$ cat config.mk
export PLATFORM = sky130hd
export DESIGN_NAME = tlpl_ram
export DESIGN_NICKNAME = d
export VERILOG_FILES = /design/src/rtl/assert_macros.svh /design/src/rtl/tlpl_ram.sv
export SDC_FILE = /design/constraint.sdc
export NUM_CORES = 2
export LEC_CHECK = 0
export BUFFER_PORTS_ARGS = -buffer_cell sky130_fd_sc_hd__buf_2
export CORE_ASPECT_RATIO = 1.5
export CORE_UTILIZATION = 40
export CTS_BUF_LIST = sky130_fd_sc_hd__clkbuf_4 sky130_fd_sc_hd__clkbuf_8
export CTS_CLUSTER_SIZE = 8
export DETAILED_ROUTE_END_ITERATION = 7
export GPL_ROUTABILITY_DRIVEN = 0
export PLACE_DENSITY = 0.5
export SLEW_MARGIN = 20
export SYNTH_ARGS = -nofsm -noshare
export SYNTH_HDL_FRONTEND = slang
export SYNTH_SLANG_ARGS = --single-unit
$ cat constraint.sdc
create_clock -name clk -period 3.22 [get_ports clk]
set_input_delay 0.161 -clock clk [delete_from_list [all_inputs] [get_ports clk]]
set_output_delay 0.161 -clock clk [all_outputs]
set_load 0.1 [all_outputs]
$ cat src/rtl/assert_macros.svh
// Assertion helpers shared by the RTL. Both sample on clk and are
// disabled while rst_n is low.
`ifndef ASSERT_MACROS_SVH
`define ASSERT_MACROS_SVH

`ifndef NO_ASSERTIONS

// prop must hold at every clock edge
`define ASSERT_CLK(label, prop, msg) \
  label: assert property (@(posedge clk) disable iff (!rst_n) (prop)) \
    else $error(msg);

// cond must never be true at a clock edge
`define ASSERT_NEVER(label, cond, msg) \
  label: assert property (@(posedge clk) disable iff (!rst_n) !(cond)) \
    else $error(msg);

`else

`define ASSERT_CLK(label, prop, msg)
`define ASSERT_NEVER(label, cond, msg)

`endif

`endif

$ cat src/rtl/tlpl_ram.sv
`timescale 1ns / 1ps

// simple dual-port RAM, registered read
module tlpl_ram #(
  parameter int unsigned WIDTH = 8,
  parameter int unsigned DEPTH = 256
) (
  input  logic                     clk,
  input  logic                     we,
  input  logic [$clog2(DEPTH)-1:0] waddr,
  input  logic [WIDTH-1:0]         wdata,
  input  logic [$clog2(DEPTH)-1:0] raddr,
  output logic [WIDTH-1:0]         rdata
);

  logic [WIDTH-1:0] mem_r [DEPTH];
  logic [WIDTH-1:0] rdata_r;

  always_ff @(posedge clk) begin
    if (we) begin
      mem_r[waddr] <= wdata;
    end
    rdata_r <= mem_r[raddr];
  end

  assign rdata = rdata_r;

endmodule

==> reports/qor.yml <==
synth:
  synthArstFlopShare: 0
  post_synthesis_sequential_area_ratio: 0.7750
  post_synth_instance_area_um2: 79560
  synth_xor_xnor_area_share: 0
  synth_enable_flop_cells: 2048
  synth_cells: 3733
  synth_adder_area_share: 0
  post_synthesis_compound_gate_area_fraction: 0.03419
  syn-mean-instance-area_um2: 21.31
  synth_top_family_by_area: "multiplexers"
  synthesis.nets: 3759
  synthSimpleGateAreaFrac: 0.02628
  yosysUniqueCellTypes: 55
  ys_dominant_reg_cell: "sky130_fd_sc_hd__edfxtp_1"
  synth.area.mux_share: 0.1462
  synthesis.yosys.warnings: 0
  synth_seq_cells: 2056
die:
  floorplan.initialDensity: 0.4024
  die_w_um: 366.1
  core-area_um2: 197700
  io_pins: 34
  floorplan.die_area_um2: 200700
  dieHeight_um: 548.2
  rows: 200
timing:
  worst_slew_margin_rel: 0.1868
  worst_hold_slack_ns: 0.09477
  post-route-worst-setup-slack_ns: 0.1732
  worst-slew-pin-transition_ns: 1.210
  setup_tns_ns: 0
  finalSetupViolCount: 0
  clock.fmax_mhz: 328.2
  timing.final.max_slew_violations: 0
  finClkSkew_ns: 0.05376
  timing.final.crit_share: 0.9462
  report.final.hold_viol_count: 0
  rsz0062_at_grt: "no"
  final.min_clock_period_ns: 3.047
route:
  antenna_violating_nets_post_route: 0
  vias: 40320
  detailedRoute.firstPassIterationCount: 8
  detailedRoute.firstIterationViolations: 3713
  drt_drc_violations_left: 2
  route.detailed.vias_per_inst: 5.624
  wl_per_cell_um: 31.32
  wl_mm: 224.6
global_routing:
  grt_start_max_net_pins: 116
  grt_use_total: 0.2226
  first_global_vias: 41980
  grt_overflow: 0
  antenna_found_initial: 20
  grt_first_pass_wirelength_mm: 317.7
clock_tree:
  clock_tree.root_cell: "sky130_fd_sc_hd__clkbuf_8"
  cts_buffers: 321
  cts.sinks: 2056
  post_cts_hold_fix_bufs: 15
  cts-resized-gates: 0
  worst_setup_hold_path_clk_slew_ns: 0.06
  clkLatencyLatePin_ns: 0.93
  cts-root-to-sink-buffers: 4
  post_cts.repair.setup_buffers: 0
  h-tree-depth: 5
  tritoncts_clock_tree: "yes"
cells_and_area:
  area_growth_pct: 15.74
  finish.net_count: 4395
  final.fill_count: 16700
  final_layout_size_suffix_gt1_frac: 0.3258
  multi_input_gate_area_um2: 16570
  fin_area_um2: 92080
  seqCellArea_um2: 61660
power:
  total_leakage_power_nw: 29.30
  powerDensity_nw_per_um2: 577.1
  power.ir.vdd_worst_mv: 0.2432
run:
  drv_cap: 0
setup_path:
  critical_path.cell_chain: "mux4_2, a22o_1, a221oi_2, o32ai_2, nor3_1, buf_4, nor4_2"
  highest_fanout_seen_on_the_critical_path: 1
  crit-reg2reg-capture: "rdata[6]"
  critPathRequiredTime_ns: 4.02
  worst_path_dominant_cell_family: "simple AND/OR/NAND/NOR gates"
  worst-path-buf-inv: 1
  r2r_cells: 7
  critPathCaptureType: "flop"
  critical_path_arrival_ns: 3.84
  setup.reg_to_reg.worst_slack_ns: 0.17
  timing_worst_setup_path_type: "reg -> reg"
  critical_path_launch_point_type: "flop"
  crit_path_top_delay_cell: "sky130_fd_sc_hd__nor3_1"
  cpPeakStageDelay_ns: 0.95
  reg2reg_from: "mem_r[83][6]"
placement:
  detailedPlace.worstSlack_ns: -0.4350
  dpl.hpwl_mm: 145.2
  port_buffers: 33
  placed_cell_area_um2: 86260
status:
  outcome: "finished with violations"
  violations: "DRC"
min_path:
  hp-class: "in -> reg"
  worst_hold_path.num_cells: 4
  worst_hold_path.endpoint: "mem_r[141][6]"
  hp-start: "we"
## state kept, by name (all words and copies together), names as in the netlist
register and count:
mem_r 2048, rdata 8
## cells by family after synthesis
family / Yosys count
compound gates: 385
buf+inv: 235
flops: 2056
mux: 591
simple gates: 466
## area by class of cell
class,count,share of cell area
Sequential cell,2056,0.6696
Multi-Input combinational cell,1442,0.1800
Clock buffer,436,0.05790
Timing Repair Buffer,546,0.05309
Tap cell,2626,0.03568
Clock inverter,54,0.003438
Antenna cell,8,0.0002174
Inverter,2,0.00008153
## power by group
group          total, W  internal, W  switching [W]
clock network    0.0204       0.0107        0.00976
registers        0.0296       0.0295      0.0000518
logic           0.00315      0.00109        0.00205
total            0.0531       0.0413         0.0119
## tightest hold or removal path, cell delays in order
cell	delay, ns
sky130_fd_sc_hd__buf_2	0.23
sky130_fd_sc_hd__nand4_1	0.19
sky130_fd_sc_hd__nor2_1	0.05
sky130_fd_sc_hd__buf_4	0.18
## synthesized netlist by cell type (8+ instances only)
| cell type | number | share of area |
|---|---|---|
| sky130_fd_sc_hd__buf_4 | 27 | 0.0025 |
| sky130_fd_sc_hd__o211ai_1 | 10 | 0.00094 |
| sky130_fd_sc_hd__a22o_1 | 8 | 0.00088 |
| sky130_fd_sc_hd__nand3_1 | 34 | 0.0021 |
| sky130_fd_sc_hd__nand4_1 | 10 | 0.00079 |
| sky130_fd_sc_hd__buf_8 | 13 | 0.0025 |
| sky130_fd_sc_hd__buf_2 | 31 | 0.0020 |
| sky130_fd_sc_hd__a221oi_1 | 13 | 0.0014 |
| sky130_fd_sc_hd__nand2b_1 | 8 | 0.00063 |
| sky130_fd_sc_hd__nor2b_1 | 31 | 0.0024 |
| sky130_fd_sc_hd__nor2_1 | 282 | 0.013 |
| sky130_fd_sc_hd__buf_12 | 8 | 0.0020 |
| sky130_fd_sc_hd__buf_1 | 22 | 0.0010 |
| sky130_fd_sc_hd__mux4_2 | 454 | 0.13 |
| sky130_fd_sc_hd__buf_6 | 21 | 0.0030 |
| sky130_fd_sc_hd__clkbuf_1 | 111 | 0.0052 |
| sky130_fd_sc_hd__a22oi_1 | 133 | 0.013 |
| sky130_fd_sc_hd__nand2_1 | 33 | 0.0016 |
| sky130_fd_sc_hd__nor3_1 | 22 | 0.0014 |
| sky130_fd_sc_hd__a211oi_1 | 16 | 0.0015 |
| sky130_fd_sc_hd__mux2i_1 | 134 | 0.017 |
| sky130_fd_sc_hd__o21ai_0 | 10 | 0.00063 |
| sky130_fd_sc_hd__nor4_1 | 24 | 0.0019 |
| sky130_fd_sc_hd__edfxtp_1 | 2048 | 0.77 |
| sky130_fd_sc_hd__o221ai_1 | 46 | 0.0051 |
| sky130_fd_sc_hd__o22ai_1 | 28 | 0.0022 |
| sky130_fd_sc_hd__dfxtp_1 | 8 | 0.0020 |
| sky130_fd_sc_hd__a21oi_1 | 96 | 0.0060 |
## worst max-delay path by stage
stage / start / to / slack, ns / cells after the start
6_report: mem_r[83][6] / rdata[6] / 0.17 / 7
3_3_place_gp: raddr[3] / rdata[2] / -0.85 / 8
2_1_floorplan: raddr[0] / rdata[2] / 1.12 / 9
4_1_cts: mem_r[83][6] / rdata[6] / 0.29 / 7
5_1_grt: mem_r[83][6] / rdata[6] / 0.33 / 7
3_5_place_dp: raddr[0] / rdata[3] / -0.43 / 9
## metrics by stage
stage	utilization	power, W	instances
2_1_floorplan	-	0.03167	3733
3_3_place_gp	0.4362	0.03328	6656
3_5_place_dp	0.4363	0.03330	6657
4_1_cts	0.4657	0.05374	7162
5_1_grt	0.4657	0.05483	7165
6_report	0.4658	0.05314	7170
## metal layers
| metal | routed length, um | vias up | share of wire | global-route usage |
|---|---|---|---|---|
| met5 | 92 | - | 0.00041 | 0 |
| met4 | 5923 | 14 | 0.026 | 0.06566 |
| met1 | 89100 | 21750 | 0.40 | 0.2852 |
| met3 | 11980 | 341 | 0.053 | 0.03405 |
| met2 | 117500 | 1293 | 0.52 | 0.3906 |
| li1 | - | 16920 | - | - |
## cells in the final DEF (no fill, tap or decap), types with 13 or more instances in the layout
| cell | count |
|---|---|
| sky130_fd_sc_hd__a22oi_1 | 133 |
| sky130_fd_sc_hd__mux2i_1 | 134 |
| sky130_fd_sc_hd__buf_12 | 58 |
| sky130_fd_sc_hd__a211oi_1 | 16 |
| sky130_fd_sc_hd__nor3_1 | 21 |
| sky130_fd_sc_hd__nor2b_1 | 28 |
| sky130_fd_sc_hd__mux4_2 | 454 |
| sky130_fd_sc_hd__dlygate4sd3_1 | 15 |
| sky130_fd_sc_hd__o22ai_1 | 28 |
| sky130_fd_sc_hd__clkbuf_4 | 107 |
| sky130_fd_sc_hd__a221oi_1 | 13 |
| sky130_fd_sc_hd__nor2_1 | 279 |
| sky130_fd_sc_hd__nand3_1 | 27 |
| sky130_fd_sc_hd__clkinv_1 | 33 |
| sky130_fd_sc_hd__buf_4 | 441 |
| sky130_fd_sc_hd__nand2_1 | 33 |
| sky130_fd_sc_hd__o221ai_1 | 46 |
| sky130_fd_sc_hd__nor4_1 | 17 |
| sky130_fd_sc_hd__edfxtp_1 | 2048 |
| sky130_fd_sc_hd__buf_2 | 21 |
| sky130_fd_sc_hd__a21oi_1 | 96 |
| sky130_fd_sc_hd__clkbuf_8 | 329 |
Note: power is estimated with default switching activity, not from simulation.
